### src/rtl/rrts_pkg.sv
`timescale 1ns / 1ps
// Shared types, codes and sizes for the round-robin task slot scheduler.
// No dependencies; every other file of the block imports this package.
package rrts_pkg;

    localparam int NUM_SLOTS = 4;
    localparam int SLOT_W    = (NUM_SLOTS > 1) ? $clog2(NUM_SLOTS) : 1;
    localparam int ENTRY_W   = 48;
    localparam int MODE_W    = 2;
    localparam int CODE_W    = 2;
    localparam int ID_W      = 2;

    // Stream word widths, padded to whole bytes.
    localparam int S_DATA_W = ((MODE_W + ENTRY_W + 7) / 8) * 8;
    localparam int M_DATA_W = ((CODE_W + ID_W + ENTRY_W + 1 + ID_W + 7) / 8) * 8;

    // Request modes.
    localparam logic [MODE_W-1:0] MODE_CREATE = 2'd0;
    localparam logic [MODE_W-1:0] MODE_YIELD  = 2'd1;
    localparam logic [MODE_W-1:0] MODE_TERM   = 2'd2;
    localparam logic [MODE_W-1:0] MODE_NONE   = 2'd3;

    // Result status codes.
    localparam logic [CODE_W-1:0] RES_OK         = 2'd0;
    localparam logic [CODE_W-1:0] RES_NO_FREE    = 2'd1;
    localparam logic [CODE_W-1:0] RES_NO_READY   = 2'd2;
    localparam logic [CODE_W-1:0] RES_NO_CURRENT = 2'd3;

    typedef enum logic [1:0] {
        ST_UNUSED  = 2'd0,
        ST_READY   = 2'd1,
        ST_RUNNING = 2'd2,
        ST_TERM    = 2'd3
    } slot_state_t;

    // Decision of the slot controller for one request.
    typedef struct packed {
        logic [CODE_W-1:0] code;
        logic [SLOT_W-1:0] slot_id;
        logic              dispatch;
        logic              run_valid;
        logic [SLOT_W-1:0] run_id;
        logic              wr_en;
        logic              rd_en;
        logic [SLOT_W-1:0] addr;
    } dec_t;

endpackage

### src/rtl/rrts_entry_ram.sv
`timescale 1ns / 1ps
// Entry address store of the task slot table: one write port, one read port,
// registered read data. Depends on rrts_pkg.
module rrts_entry_ram (
    input  logic                          aclk,
    input  logic                          wr_en,
    input  logic [rrts_pkg::SLOT_W-1:0]   wr_addr,
    input  logic [rrts_pkg::ENTRY_W-1:0]  wr_data,
    input  logic                          rd_en,
    input  logic [rrts_pkg::SLOT_W-1:0]   rd_addr,
    output logic [rrts_pkg::ENTRY_W-1:0]  rd_data
);
    import rrts_pkg::*;

    logic [ENTRY_W-1:0] mem [NUM_SLOTS];
    logic [ENTRY_W-1:0] rd_data_reg;

    always_ff @(posedge aclk) begin
        if (wr_en) begin
            mem[wr_addr] <= wr_data;
        end
        if (rd_en) begin
            rd_data_reg <= mem[rd_addr];
        end
    end

    assign rd_data = rd_data_reg;

endmodule

### src/rtl/rrts_slot_ctrl.sv
`timescale 1ns / 1ps
// Slot status table, current task register and the create/yield/terminate
// decision logic of the scheduler. Depends on rrts_pkg.
module rrts_slot_ctrl (
    input  logic                         aclk,
    input  logic                         aresetn,
    input  logic                         req_valid,
    input  logic [rrts_pkg::MODE_W-1:0]  req_mode,
    output rrts_pkg::dec_t               dec
);
    import rrts_pkg::*;

    slot_state_t       status_reg  [NUM_SLOTS];
    slot_state_t       status_next [NUM_SLOTS];
    logic              cur_valid_reg, cur_valid_next;
    logic [SLOT_W-1:0] cur_slot_reg, cur_slot_next;

    logic              free_found, ready_found, rr_found, pick_found, run_found;
    logic [SLOT_W-1:0] free_idx, ready_idx, rr_idx, pick_idx, run_idx;

    // Lowest unused and lowest ready slot.
    always_comb begin
        free_found  = 1'b0;
        free_idx    = '0;
        ready_found = 1'b0;
        ready_idx   = '0;
        for (int i = 0; i < NUM_SLOTS; i++) begin
            if (!free_found && status_reg[i] == ST_UNUSED) begin
                free_found = 1'b1;
                free_idx   = SLOT_W'(i);
            end
            if (!ready_found && status_reg[i] == ST_READY) begin
                ready_found = 1'b1;
                ready_idx   = SLOT_W'(i);
            end
        end
    end

    // Round-robin search starting after the current slot; the current slot
    // itself is never a candidate.
    always_comb begin
        logic [SLOT_W:0] sum;
        rr_found = 1'b0;
        rr_idx   = '0;
        sum      = '0;
        for (int k = 1; k < NUM_SLOTS; k++) begin
            sum = {1'b0, cur_slot_reg} + (SLOT_W+1)'(k);
            if (sum >= (SLOT_W+1)'(NUM_SLOTS)) begin
                sum = sum - (SLOT_W+1)'(NUM_SLOTS);
            end
            if (!rr_found && status_reg[sum[SLOT_W-1:0]] == ST_READY) begin
                rr_found = 1'b1;
                rr_idx   = sum[SLOT_W-1:0];
            end
        end
    end

    assign pick_found = cur_valid_reg ? rr_found : ready_found;
    assign pick_idx   = cur_valid_reg ? rr_idx : ready_idx;

    always_comb begin
        status_next    = status_reg;
        cur_valid_next = cur_valid_reg;
        cur_slot_next  = cur_slot_reg;
        dec            = '0;
        unique case (req_mode)
            MODE_CREATE: begin
                if (free_found) begin
                    status_next[free_idx] = ST_READY;
                    dec.wr_en   = 1'b1;
                    dec.addr    = free_idx;
                    dec.slot_id = free_idx;
                end else begin
                    dec.code = RES_NO_FREE;
                end
            end
            MODE_YIELD, MODE_TERM: begin
                if (req_mode == MODE_TERM && !cur_valid_reg) begin
                    dec.code = RES_NO_CURRENT;
                end else begin
                    if (req_mode == MODE_TERM) begin
                        status_next[cur_slot_reg] = ST_TERM;
                    end
                    if (pick_found) begin
                        // A terminated current slot is not demoted.
                        if (cur_valid_reg && status_next[cur_slot_reg] == ST_RUNNING) begin
                            status_next[cur_slot_reg] = ST_READY;
                        end
                        status_next[pick_idx] = ST_RUNNING;
                        cur_valid_next = 1'b1;
                        cur_slot_next  = pick_idx;
                        dec.rd_en      = 1'b1;
                        dec.addr       = pick_idx;
                        dec.slot_id    = pick_idx;
                        dec.dispatch   = 1'b1;
                    end else begin
                        dec.code = RES_NO_READY;
                    end
                end
            end
            MODE_NONE: begin
            end
            default: begin
            end
        endcase
        dec.run_valid = run_found;
        dec.run_id    = run_idx;
    end

    // Lowest running slot after this request.
    always_comb begin
        run_found = 1'b0;
        run_idx   = '0;
        for (int i = 0; i < NUM_SLOTS; i++) begin
            if (!run_found && status_next[i] == ST_RUNNING) begin
                run_found = 1'b1;
                run_idx   = SLOT_W'(i);
            end
        end
    end

    always_ff @(posedge aclk) begin
        if (!aresetn) begin
            for (int i = 0; i < NUM_SLOTS; i++) begin
                status_reg[i] <= ST_UNUSED;
            end
            cur_valid_reg <= 1'b0;
            cur_slot_reg  <= '0;
        end else if (req_valid) begin
            status_reg    <= status_next;
            cur_valid_reg <= cur_valid_next;
            cur_slot_reg  <= cur_slot_next;
        end
    end

endmodule

### src/rtl/round_robin_task_slot_scheduler.sv
`timescale 1ns / 1ps
// Round-robin task slot scheduler, top level. A request is decided on its transfer, the entry
// address memory is read, and the result then moves to the output register. A new request is
// taken only after that, and later while an older result waits in the output register.
// aresetn (synchronous, active low) marks every slot unused, clears the current task and
// empties the output register; entry addresses are not cleared. Uses rrts_pkg,
// rrts_slot_ctrl and rrts_entry_ram.
module round_robin_task_slot_scheduler (
    input  logic                            aclk,
    input  logic                            aresetn,
    input  logic                            s_tvalid,
    output logic                            s_tready,
    // s_tdata: mode [1:0], entry_address [49:2], zero padding above.
    input  logic [rrts_pkg::S_DATA_W-1:0]   s_tdata,
    output logic                            m_tvalid,
    input  logic                            m_tready,
    // m_tdata: status [1:0], slot_id [3:2], dispatch_entry [51:4],
    // running_valid [52], running_id [54:53], zero padding above.
    output logic [rrts_pkg::M_DATA_W-1:0]   m_tdata
);
    import rrts_pkg::*;

    typedef enum logic {
        S_IDLE,
        S_RESP
    } state_t;

    state_t             state_reg;
    logic               in_xfer;
    logic [MODE_W-1:0]  in_mode;
    logic [ENTRY_W-1:0] in_entry;
    dec_t               dec;
    logic [ENTRY_W-1:0] ram_rd_data;

    // Decision held between the request transfer and the memory read result.
    logic [CODE_W-1:0]  code_reg;
    logic [SLOT_W-1:0]  id_reg;
    logic               disp_reg;
    logic               run_valid_reg;
    logic [SLOT_W-1:0]  run_id_reg;

    // Output register.
    logic               m_tvalid_reg;
    logic [CODE_W-1:0]  m_code_reg;
    logic [ID_W-1:0]    m_id_reg;
    logic [ENTRY_W-1:0] m_entry_reg;
    logic               m_run_valid_reg;
    logic [ID_W-1:0]    m_run_id_reg;
    logic               out_free;

    assign in_mode  = s_tdata[MODE_W-1:0];
    assign in_entry = s_tdata[MODE_W +: ENTRY_W];

    // Requests are taken only in IDLE, so one request is in flight at a time;
    // a result still waiting in the output register does not block a new one.
    assign s_tready = (state_reg == S_IDLE);
    assign in_xfer  = s_tvalid && s_tready;
    assign out_free = !m_tvalid_reg || m_tready;

    // The status table is updated on the request transfer itself; the entry
    // memory is written on create or read for the dispatched slot in the same
    // cycle, and its read data is registered.
    rrts_slot_ctrl u_slot_ctrl (
        .aclk      (aclk),
        .aresetn   (aresetn),
        .req_valid (in_xfer),
        .req_mode  (in_mode),
        .dec       (dec)
    );

    rrts_entry_ram u_entry_ram (
        .aclk    (aclk),
        .wr_en   (in_xfer && dec.wr_en),
        .wr_addr (dec.addr),
        .wr_data (in_entry),
        .rd_en   (in_xfer && dec.rd_en),
        .rd_addr (dec.addr),
        .rd_data (ram_rd_data)
    );

    always_ff @(posedge aclk) begin
        if (!aresetn) begin
            state_reg    <= S_IDLE;
            m_tvalid_reg <= 1'b0;
        end else begin
            // In RESP the output register is either refilled below or still
            // held by a stalled receiver, so it only drains in the other state.
            if (m_tvalid_reg && m_tready && (state_reg != S_RESP)) begin
                m_tvalid_reg <= 1'b0;
            end
            unique case (state_reg)
                S_IDLE: begin
                    if (in_xfer) begin
                        code_reg      <= dec.code;
                        id_reg        <= dec.slot_id;
                        disp_reg      <= dec.dispatch;
                        run_valid_reg <= dec.run_valid;
                        run_id_reg    <= dec.run_id;
                        state_reg     <= S_RESP;
                    end
                end
                S_RESP: begin
                    // The memory read data holds until the next read, so the
                    // result may wait here for the output register to drain.
                    if (out_free) begin
                        m_tvalid_reg    <= 1'b1;
                        m_code_reg      <= code_reg;
                        m_id_reg        <= ID_W'(id_reg);
                        m_entry_reg     <= disp_reg ? ram_rd_data : '0;
                        m_run_valid_reg <= run_valid_reg;
                        m_run_id_reg    <= ID_W'(run_id_reg);
                        state_reg       <= S_IDLE;
                    end
                end
                default: begin
                    state_reg <= S_IDLE;
                end
            endcase
        end
    end

    assign m_tvalid = m_tvalid_reg;
    assign m_tdata  = M_DATA_W'({m_run_id_reg, m_run_valid_reg, m_entry_reg,
                                 m_id_reg, m_code_reg});

    // A request transfer is always followed by a cycle with s_tready low.
    a_one_in_flight: assert property (@(posedge aclk) disable iff (!aresetn)
        s_tvalid && s_tready |=> !s_tready)
        else $error("request taken while another is in flight");

    // A failed request reports slot zero and no dispatch address.
    a_fail_clean: assert property (@(posedge aclk) disable iff (!aresetn)
        m_tvalid && (m_tdata[1:0] != RES_OK) |->
            (m_tdata[3:2] == '0) && (m_tdata[51:4] == '0))
        else $error("failed request reports a slot or entry");

    // A dispatch reports a running slot equal to the dispatched slot.
    a_dispatch_runs: assert property (@(posedge aclk) disable iff (!aresetn)
        m_tvalid && (m_tdata[1:0] == RES_OK) && (m_tdata[51:4] != '0) |->
            m_tdata[52] && (m_tdata[54:53] == m_tdata[3:2]))
        else $error("dispatched slot is not the running slot");

    // The entry memory is never written and read in the same cycle.
    a_ram_one_port: assert property (@(posedge aclk) disable iff (!aresetn)
        in_xfer |-> !(dec.wr_en && dec.rd_en))
        else $error("entry memory written and read together");

endmodule

### config.mk
export PLATFORM = sky130hd
export DESIGN_NAME = round_robin_task_slot_scheduler
export DESIGN_NICKNAME = d
export VERILOG_FILES = /design/src/rtl/rrts_pkg.sv /design/src/rtl/rrts_entry_ram.sv /design/src/rtl/rrts_slot_ctrl.sv /design/src/rtl/round_robin_task_slot_scheduler.sv
export SDC_FILE = /design/constraint.sdc
export NUM_CORES = 1
export LEC_CHECK = 0
export BUFFER_PORTS_ARGS = -buffer_cell sky130_fd_sc_hd__buf_2
export CAP_MARGIN = 40
export CORE_MARGIN = 2
export CORE_UTILIZATION = 50
export CTS_BUF_LIST = sky130_fd_sc_hd__clkbuf_2
export DETAILED_ROUTE_END_ITERATION = 8
export PLACE_DENSITY = 0.72
export RECOVER_POWER = 50
export SLEW_MARGIN = 15
export SYNTH_ARGS = -nofsm -noshare
export SYNTH_HDL_FRONTEND = slang
export SYNTH_SLANG_ARGS = --single-unit
### constraint.sdc
create_clock -name aclk -period 13.9 [get_ports aclk]
set_input_delay 0 -clock aclk [delete_from_list [all_inputs] [get_ports aclk]]
set_output_delay 0 -clock aclk [all_outputs]
set_load 0.02 [all_outputs]
* After elaboration in Yosys (flattened, before gate mapping)
Memories as Yosys holds them, arrays and structs flattened. A register that Yosys moved wholly into a read port is not among the register bits.
Index checks and enable logic that the tools add are counted.
** Storage, ports and cells
- Flip-flop bits (word level) :: 76
- Logic and storage cells :: 197
- Input port bits :: 60
- Output and inout bits :: 58
- Memories kept :: 1
- RAM bits :: 192
** Operators by class
- $lt $le $gt $ge :: 12
- $add $sub $neg :: 6
- Multiplexer cells :: 80
- Equal/unequal tests :: 14
- Reduce and logical (&&, ||, !) cells :: 46
- Bitwise operators :: 19
** Memory list
- u_entry_ram.mem :: depth 4, width 48, rd ports 1, clocked after memory_dff 1, write ports 1, RTL line rrts_entry_ram.sv:15 : logic [ENTRY_W-1:0] mem [NUM_SLOTS];
** Operators with widths (number)
- $mux 8 :: 10
- $mux 2 :: 25
- $mux 1 :: 30
- $ge 3x3->1 const B :: 9
- $logic_and 1x1->1 :: 21
- $not 2->3 :: 6
- $bmux 2 s2 :: 4
- $eq 2x1->1 const B :: 8
- $pmux 8 s2 :: 1
- $logic_not 1->1 :: 13
- $and 4x4->4 :: 3
- $demux 2 s2 :: 3
- $eq 2x2->1 const B :: 6
- $mux 3 :: 4
- $not 4->4 :: 3
- $or 4x4->4 :: 3
- $logic_not 2->1 :: 5
- $lt 3x1->1 const B :: 3
- $or 8x8->8 :: 1
- $pmux 4 s2 :: 1
- $add 2x2->3 const B :: 2
- $reduce_and 3->1 :: 2
- $reduce_or 2->1 :: 3
- $sub 2x1->2 const B :: 3
- 6 further kinds :: 8

* Logic depth before layout (Yosys ltp)
Gate-level depths: netlist (run 1).
- Word-level depth :: 37
- Mapped depth :: 14
- Gate-level depth less buffers :: 11

* Hierarchy
A second synthesis (run 1) with hierarchy kept.
** Unflattened totals
- Cell total of the unflattened synthesis :: 647
- Area, all modules :: 12386.9 um^2
** By module, submodules not included
- rrts_entry_ram :: sequential area each 7206.9 um^2, cells each 302, area an instance 8390.5 um^2, instances 1
- round_robin_task_slot_scheduler :: sequential area each 1931.9 um^2, cells each 131, area an instance 2389.8 um^2, instances 1
- rrts_slot_ctrl :: sequential area each 220.2 um^2, cells each 214, area an instance 1606.5 um^2, instances 1

* Worst setup path before layout (run 1)
Ideal clock, no wire load.
- Kind :: register to register
- From :: register u_slot_ctrl.cur_slot_reg[0]
- To :: memory u_entry_ram.mem[2][0] (enable)
- Required time :: 13.326 ns
- Path slack :: 6.397 ns
- Stages on the path, launching flop included :: 12
- Clock period less this slack :: 7.503 ns
- Setup time :: 0.574 ns
- Buffers on the path :: 3
- Arrival :: 6.930 ns
- Cell sequence :: dfxtp_1 -> buf_2 -> inv_1 -> ha_1 -> inv_1 -> a311oi_1 -> o221ai_2 -> and2_1 -> buf_6 -> a2bb2oi_4 -> clkbuf_1 -> nor4_1
** Between the ends
- Word-level cells in the longest chain between the ends :: 19
- Elaborated cells between the ends (all ways) :: 42
- Those cells by class :: 6 x add/sub; 3 x order compare; 3 x eq/ne; 23 x mux; 3 x bitwise; 4 x reduce/logical
** RTL lines
- start, declared :: RTL line rrts_slot_ctrl.sv:16 : logic [SLOT_W-1:0] cur_slot_reg, cur_slot_next;
- start signal, assigned :: RTL line rrts_slot_ctrl.sv:132 : cur_slot_reg <= cur_slot_next;
- $add 2x1->3 :: RTL line rrts_slot_ctrl.sv:47 : sum = {1'b0, cur_slot_reg} + (SLOT_W+1)'(k);
- $ge 3x3->1 or $sub 2x1->2 (tied branches) :: RTL line rrts_slot_ctrl.sv:48, rrts_slot_ctrl.sv:49
- $mux 2 :: RTL line rrts_slot_ctrl.sv:48 : if (sum >= (SLOT_W+1)'(NUM_SLOTS)) begin
- $not 2->3 (implied by the code) :: RTL line rrts_slot_ctrl.sv:51 : if (!rr_found && status_reg[sum[SLOT_W-1:0]] == ST_READY) begin
- $bmux 2 s2 :: RTL line rrts_slot_ctrl.sv:51
- $mux 2 (implied by the code) (2 in series) :: RTL line rrts_slot_ctrl.sv:51
- $eq 2x1->1 :: RTL line rrts_slot_ctrl.sv:51
- $mux 1 :: RTL line rrts_slot_ctrl.sv:51
- (+2 left out)
- $mux 1 :: RTL line rrts_slot_ctrl.sv:51
- $logic_not 1->1 :: RTL line rrts_slot_ctrl.sv:51
- $logic_and 1x1->1 :: RTL line rrts_slot_ctrl.sv:51
- $mux 2 or $mux 1 (tied branches) :: RTL line rrts_slot_ctrl.sv:51
- $mux 2 or $mux 1 (tied branches) :: RTL line rrts_slot_ctrl.sv:59, rrts_slot_ctrl.sv:58
- $mux 3 (*) :: RTL line rrts_slot_ctrl.sv:84 : if (pick_found) begin
- $mux 3 (*) :: RTL line rrts_slot_ctrl.sv:78 : if (req_mode == MODE_TERM && !cur_valid_reg) begin
- $pmux 2 s2 (*) :: RTL line rrts_slot_ctrl.sv:66 : unique case (req_mode)
- end, declared :: RTL line rrts_entry_ram.sv:15
Every way passes the cells marked *; elsewhere a longest branch is shown, timed or not. The select of a mux whose other input is x is not followed.

* Worst setup path in the final report (run 1)
- From :: register u_slot_ctrl.cur_slot_reg[0]
- To :: register u_entry_ram.rd_data_reg[0], in the netlist u_entry_ram.rd_data[0], read port of u_entry_ram.mem (data pin)
** Between the ends
- Word-level cells in the longest chain between the ends :: 20
- Elaborated cells between the ends (all ways) :: 44
- Those cells by class :: 6 x add/sub; 3 x order compare; 3 x eq/ne; 24 x mux; 3 x bitwise; 5 x reduce/logical
** RTL lines
- $add 2x1->3 :: RTL line rrts_slot_ctrl.sv:47
- $ge 3x3->1 or $sub 2x1->2 (tied branches) :: RTL line rrts_slot_ctrl.sv:48, rrts_slot_ctrl.sv:49
- $mux 2 :: RTL line rrts_slot_ctrl.sv:48
- $not 2->3 (implied by the code) :: RTL line rrts_slot_ctrl.sv:51
- $bmux 2 s2 :: RTL line rrts_slot_ctrl.sv:51
- $mux 2 (implied by the code) (2 in series) :: RTL line rrts_slot_ctrl.sv:51
- $eq 2x1->1 :: RTL line rrts_slot_ctrl.sv:51
- $mux 1 :: RTL line rrts_slot_ctrl.sv:51
- (+3 left out)
- $logic_not 1->1 :: RTL line rrts_slot_ctrl.sv:51
- $logic_and 1x1->1 :: RTL line rrts_slot_ctrl.sv:51
- $mux 1 :: RTL line rrts_slot_ctrl.sv:51
- $mux 1 :: RTL line rrts_slot_ctrl.sv:58 : assign pick_found = cur_valid_reg ? rr_found : ready_found;
- $mux 3 (*) :: RTL line rrts_slot_ctrl.sv:84
- $mux 3 (*) :: RTL line rrts_slot_ctrl.sv:78
- $mux 1 :: RTL line rrts_slot_ctrl.sv:66
- $logic_and 1x1->1 :: RTL line round_robin_task_slot_scheduler.sv:76 : .rd_en (in_xfer && dec.rd_en),
- end, declared :: RTL line rrts_entry_ram.sv:16 : logic [ENTRY_W-1:0] rd_data_reg;
Marks and branches as above.
A chain may end at the register's enable or synchronous reset.

==> results by group, run 1 <==
Run status
  – Status: finished, violations left
  – Failing checks: max-capacitance violations, max-slew violations

Critical path
  – Worst Path Buf+Inv: 4
  – Worst path max stage delay: approximately 0.7 ns
  – Worst R2R End: u_entry_ram.rd_data[0]
  – Stages on the worst setup path: 11
  – Register-to-Register Path Depth: 11
  – CP Cell Sequence: inv_1, ha_1, inv_1, a311oi_1, o221ai_2, and2_1, a2bb2oi_4, buf_4, nor3_4, buf_4, a221o_1
  – WS Path Type: reg2reg
  – Worst setup path endpoint: u_entry_ram.rd_data[0]
  – CP startpoint kind: flop
  – Worst Setup SP: u_slot_ctrl.cur_slot_reg[0]
  – Reg-to-reg startpoint: u_slot_ctrl.cur_slot_reg[0]
  – Crit-path leading delay family: buffers and inverters
  – R2R setup slack: 9.24 ns
  – Crit Path Max Fanout: between 50 and 60
  – Worst path slowest cell: nor3_4
  – Crit path required time: ~15 ns
  – Crit end category: flop
  – Critical path arrival: 5.32 ns

Logic synthesis
  – Simple-gate portion of the synthesized area: 9.97%
  – Post-synth ARST share: 0%
  – Mux share of post-synthesis cell area: less than 1%
  – Syn. warnings: 0
  – Area share of xor/xnor cells in the synthesized design: 0%
  – Post-Syn Instances: 801
  – Top cell type's share of synthesized area: around three quarters
  – Seq/Total Area, Yosys: roughly three quarters
  – Flops & latches, synth: 316
  – Top post-synthesis cells by area: edfxtp_1, a221o_1, nand2_1, a21oi_1, and2_1
  – Most frequent cell after synthesis: edfxtp_1
  – Number of flops mapped to enable cells by yosys: between 300 and 400
  – Synthesized area per cell: 15.3 µm²
  – Synth area leader: edfxtp_1
  – Post-synth top cells: edfxtp_1, nand2_1, a21oi_1, and2_1, a221o_1
  – Synth Net Count: 868
  – Leading register cell type out of synthesis: edfxtp_1
  – Post-Synth Adder-Cell Area: less than 1%
  – Largest family of logic cells by synthesized area: compound AO/OA/AOI/OAI gates
  – Synth Cell Area: about 12,000 µm²
  – Synth Area in Compound Gates: a little over a tenth
  – Synth cell types: between 60 and 70

Clock network
  – TritonCTS buffer count: 78
  – Worst-Skew Late Latency: 0.84 ns
  – Clock sinks: between 300 and 400
  – Clk Tree Root Cell: clkbuf_2
  – Setup Fix Bufs, Post-CTS: 0
  – CTS tree: done
  – Worst-path clk slew: between 0.1 and 0.15 ns
  – Clock Path Buffers: 3
  – H-tree depth: 3

Route
  – DRC violation total after the first TritonRoute iteration: roughly 560
  – Drt pass-1 iters: 5
  – Routed wire length: about 27,000 µm
  – Vias/cell: ~5.4
  – Final ANT Viol Nets: 0
  – Vias: approximately 8,000
  – DRC: 0
  – Routed len/inst: between 15 and 20 µm

STA
  – Tmin final: around 4.7 ns
  – Setup Skew: about 0.067 ns
  – Hold Fails Final Rpt: 0
  – Max-slew violation count: 90
  – Period utilization: 33.5%
  – Final Setup Violations: 0
  – Relative slew slack: -126%
  – RSZ-0062 raised after global routing: no
  – Hold Slack: approximately 0.23 ns
  – TNS Setup: 0 ns
  – Peak Freq: roughly 210 MHz
  – Worst Tran Pin Value: ~3.4 ns

Die
  – Num ports: approximately 120
  – Initial Util: approximately half
  – Std-Cell Rows: 57
  – Core area: roughly 24,000 µm²
  – Chip width: around 160 µm
  – Die Y: 161 µm
  – DIE AREA: about 26,000 µm²

Power and ir drop
  – P_leak: ~5.2 nW
  – Maximum VDD drop: 0.0727 mV
  – PD cells: 124 nW/µm²
  – Int Power: about 0.0014 W
  – Sw Share: 25.0%
  – Register share of total power: about three fifths
  – Clk pwr share: 31.1%
  – Logic pwr share: about a tenth
  – Sw Pwr: about 0.00046 W

Final layout
  – Layout area overhead: 20.4%
  – Max FFs per register: 192
  – Nets: 1,133
  – Fraction of layout cells with a size suffix above 1: about 18%

Hold path
  – Hold path cells: 4
  – Hold crit path type: in2reg

Global routing
  – Tot GR Track Use: 20.8%
  – Overflow after GRT: 0
  – Antenna violations before repair: 1
  – Largest net degree at the start of global routing: 56
  – Global-route wire length before repair: between 40,000 and 50,000 µm
  – Vias in the first global route: roughly 8,000

Placement
  – GP Congestion: approximately 0.89
  – Post-DP HPWL: around 14,000 µm
  – Port buffer count: 110

Job
  – Max-cap viol count: 2
==> cells in the final DEF (no fill, tap or decap), types with 3 or more instances in the layout <==
cell             n
nand2b_1         4
a21oi_1         70
nor2_4           3
a211oi_1         9
nor3_2           3
clkinv_1         9
nand2_1        112
clkbuf_2       108
o211ai_1         3
and2_1          22
nor2b_1          6
dlygate4sd3_1  104
clkbuf_1        61
buf_2           52
nor3_1           9
edfxtp_1       303
nor2_1          28
nor3b_1          3
and2_0          30
o2111ai_1        3
ha_1             7
inv_1           13
a31oi_1          4
a221o_1         49
buf_4           13
a311oi_1         5
dfxtp_1         13
clkinv_2         6
o21ai_0          6
and3b_1          4
==> power groups by stage <==
stage / logic (W) / clock network, W / registers [W]
after global placement: 0.000147 / 0 / 0.00110
after CTS: 0.000174 / 0.000581 / 0.00108
after detailed placement: 0.000150 / 0 / 0.00111
after global routing: 0.000188 / 0.000624 / 0.00109
after floorplan: 0.0000998 / 0 / 0.00111
final: 0.000172 / 0.000566 / 0.00108
==> timing repair <==
| item | in CTS | in global routing |
|---|---|---|
| resized for setup | 0 | 0 |
| hold buffers | 104 | 0 |
| hold endpoints to repair | 222 | 0 |
==> cell type report <==
class,instances,area [µm²]
Fill cell,1858,9420
Tap cell,324,405
Clock buffer,108,541
Timing Repair Buffer,230,1630
Antenna cell,2,5.00
Clock inverter,18,106
Multi-Input combinational cell,426,2660
Sequential cell,316,9360
Inverter,14,52.6
==> how the worst min path moves through the flow <==
stage,start,to,slack [ns]
2_1_floorplan,s_tdata[2],u_entry_ram.mem[0][0],0.1
3_3_place_gp,s_tdata[33],u_entry_ram.mem[0][31],0.21
3_5_place_dp,s_tdata[34],u_entry_ram.mem[3][32],0.22
4_1_cts,s_tvalid,u_slot_ctrl.status_reg[0],0.17
5_1_grt,aresetn,u_slot_ctrl.status_reg[1],0.26
6_report,aresetn,u_slot_ctrl.cur_valid_reg,0.23
==> per-stage QoR <==
step                      cell area, µm²  utilization, %  setup WS [ns]  total power, W  std cells
after floorplan                    12200               -           6.40         0.00121        801
after detailed placement           13200            54.4           9.30         0.00126       1206
after global placement             13200            54.4           9.31         0.00125       1206
final                              14800            61.0           9.24         0.00182       1438
after global routing               14800            61.0           8.97         0.00190       1438
after CTS                          14800            61.4           9.24         0.00184       1436
==> metal layers <==
layer / global-route usage, % / wire length, µm
met5: 0 / 0
met4: 8.07 / 587
met2: 35.9 / 13500
met1: 25.8 / 11300
met3: 4.83 / 1460
==> worst reg2reg max path: stages, from the launching register on <==
cell and delay (ns):
dfxtp_1 0.67, inv_1 0.24, ha_1 0.49, inv_1 0.10, a311oi_1 0.36, o221ai_2 0.20
and2_1 0.32, a2bb2oi_4 0.22, buf_4 0.34, nor3_4 0.74, buf_4 0.58, a221o_1 0.26
==> cells by family (layout without fill, tap and decap cells) <==
family,count (synthesis),count (layout)
mux,1,1
fa+ha+maj,7,7
simple gates,246,246
buf+inv,59,370
other cells,1,3
compound gates,171,171
flops,316,316
Note: power is estimated with default switching activity, not from simulation.
==> run 2: changes to the inputs <==
- clock period: 13.9 -> 4.85 ns (I/O delays scaled with it)
==> results by group, run 2 (synthesis gave the netlist of run 1 again) <==
Run status
  – Status: finished, violations left
  – Failing checks: max-capacitance violations, max-slew violations

Global routing
  – Antenna violations before repair: 1 (unchanged)
  – Tot GR Track Use: 20.2% (-0.64 points)
  – Global-route wire length before repair: 40,700 µm (-2.3%)
  – Vias in the first global route: 7,831 (-2.3%)
  – Overflow after GRT: 0 (unchanged)
  – Largest net degree at the start of global routing: 56 (unchanged)

STA
  – Final Setup Violations: 0 (unchanged)
  – RSZ-0062 raised after global routing: no
  – Worst Tran Pin Value: 3.42 ns (+0.0252 ns)
  – Final worst slack: 0.919 ns (-8.32 ns)
  – Peak Freq: 254 MHz (+19%)
  – Setup Skew: 0.0674 ns (+0.000667 ns)
  – Tmin final: 3.93 ns (-0.729 ns)
  – Relative slew slack: -128% (-1.7 points)
  – Hold Fails Final Rpt: 0 (unchanged)
  – Hold Slack: 0.234 ns (+0.00347 ns)
  – Max-slew violation count: 105 (+17%)
  – Period utilization: 81.1% (+48 points)

Route
  – DRC: 0 (unchanged)
  – Routed wire length: 26,000 µm (-3.2%)
  – Drt pass-1 iters: 5 (unchanged)
  – Final ANT Viol Nets: 0 (unchanged)
  – DRC violation total after the first TritonRoute iteration: 550 (-1.6%)
  – Routed len/inst: 18.0 µm (-3.7%)
  – Vias/cell: 5.31 (-2.5%)
  – Vias: 7,676 (-2.0%)

Clock network
  – TritonCTS buffer count: 77 (-1.3%)
  – Clock Path Buffers: 3 (unchanged)
  – Clk Tree Root Cell: clkbuf_2
  – CTS tree: done
  – PostCTS Resize Cnt: 0 (unchanged)
  – Worst-path clk slew: 0.10 ns (about the same)
  – Worst-Skew Late Latency: 0.86 ns (+0.02 ns)
  – Setup Fix Bufs, Post-CTS: 0 (unchanged)
  – H-tree depth: 3 (unchanged)
  – Post-CTS Hold Buffers: 105 (+0.96%)
  – Clock sinks: 316 (unchanged)

Final layout
  – Layout area overhead: 21.7%
  – Filler instances: 1,833 (-1.3%)
  – Storage cell area: 9360 µm² (unchanged)
  – Most common cell after layout, fill and taps aside: edfxtp_1
  – Multi-input logic area: 2690 µm² (+1.0%)
  – Max FFs per register: 192 (unchanged)
  – Fraction of layout cells with a size suffix above 1: 18.7% (+0.30 points)
  – Nets: 1,135 (+0.18%)
  – Most frequent cells in the layout: edfxtp_1, nand2_1, clkbuf_2, dlygate4sd3_1, a21oi_1

Power and ir drop
  – P_leak: 5.21 nW (+1.1%)
  – Maximum VDD drop: 0.195 mV (+170%)
  – PD cells: 358 nW/µm² (+190%)

Critical path
  – WS Path Type: reg2reg
  – Crit Path Max Fanout: 41 (-21%)
  – Crit end category: flop
  – Critical path arrival: 4.40 ns (-0.92 ns)
  – CP startpoint kind: flop
  – Crit path required time: 5.31 ns (-9.25 ns)

Placement
  – Dpl ws: 0.939 ns (-8.36 ns)
  – Post-DP HPWL: 14,000 µm (-1.3%)
  – GP Congestion: 0.885 (-0.53%)
  – Port buffer count: 110 (unchanged)

Die
  – Initial Util: 50.7% (unchanged)
  – Die Y: 161 µm (unchanged)
  – DIE AREA: 25,800 µm² (unchanged)
  – Std-Cell Rows: 57 (unchanged)
  – Num ports: 118 (unchanged)
  – Chip width: 161 µm (unchanged)
  – Core area: 24,200 µm² (unchanged)

Hold path
  – Hold crit path type: in2reg

Job
  – Max-cap viol count: 2 (unchanged)
[run 2: changes by cell type in the layout (fill, tap and decap cells not counted), moves of 3 or more]
cell,before,now
nor3_2,3,0
clkbuf_2,108,105
buf_12,0,3
and2_1,22,18
nor3_4,1,4
clkinv_1,9,13
and2_0,30,34
[run 2: routing by layer]
metal | wire length, µm | vias to the layer above | global-route usage (%)
met4 | 388 | 0 | 7.25
met2 | 12600 | 282 | 33.4
met1 | 11300 | 3715 | 26.6
met3 | 1790 | 30 | 4.42
li1 | - | 3649 | -
met5 | 0 | - | 0
[run 2: final cells by class]
type	instances	area share [%]
tap	324	2.72
inverter	14	0.352
antenna	1	0.0168
sequential	316	62.8
multi-input combinational	426	18.0
clock inverter	27	1.28
clock buffer	105	3.52
timing repair buffer	233	11.3
[run 2: final timing paths]
path	from	to	slack [ns]	cells after the start
setup reg to reg	u_slot_ctrl.cur_slot_reg[1]	u_entry_ram.mem[0][5]	0.92	10
setup / recovery	u_slot_ctrl.cur_slot_reg[1]	u_entry_ram.mem[0][5]	0.92	10
hold / removal	aresetn	u_slot_ctrl.cur_valid_reg	0.23	4
hold reg to reg	run_id_reg[0]	m_run_id_reg[0]	0.44	0
[run 2: metrics by stage]
step | cells | total power (W) | setup TNS (ns) | area [µm²] | util [%]
2_1_floorplan | 801 | 0.00345 | -30.35 | 12300 | -
3_3_place_gp | 1208 | 0.00359 | 0 | 13200 | 54.7
4_1_cts | 1445 | 0.00541 | 0 | 15000 | 62.0
5_1_grt | 1446 | 0.00559 | 0 | 14900 | 61.7
3_5_place_dp | 1208 | 0.00360 | 0 | 13200 | 54.7
6_report | 1446 | 0.00535 | 0 | 14900 | 61.7
[run 2: power by group]
part | internal [W] | switching (W)
combinational | 0.000203 | 0.000300
clock | 0.000711 | 0.00103
sequential | 0.00307 | 0.0000300
total | 0.00398 | 0.00136
[run 2: critical path, stage by stage (launching register included)]
cell and delay, ns:
dfxtp_1 0.55, inv_1 0.20, ha_1 0.42, nor3b_1 0.26, o22ai_2 0.11, o221ai_2 0.25
and2_1 0.27, a2bb2oi_4 0.60, nor2_4 0.10, nor3_4 0.49, buf_12 0.34
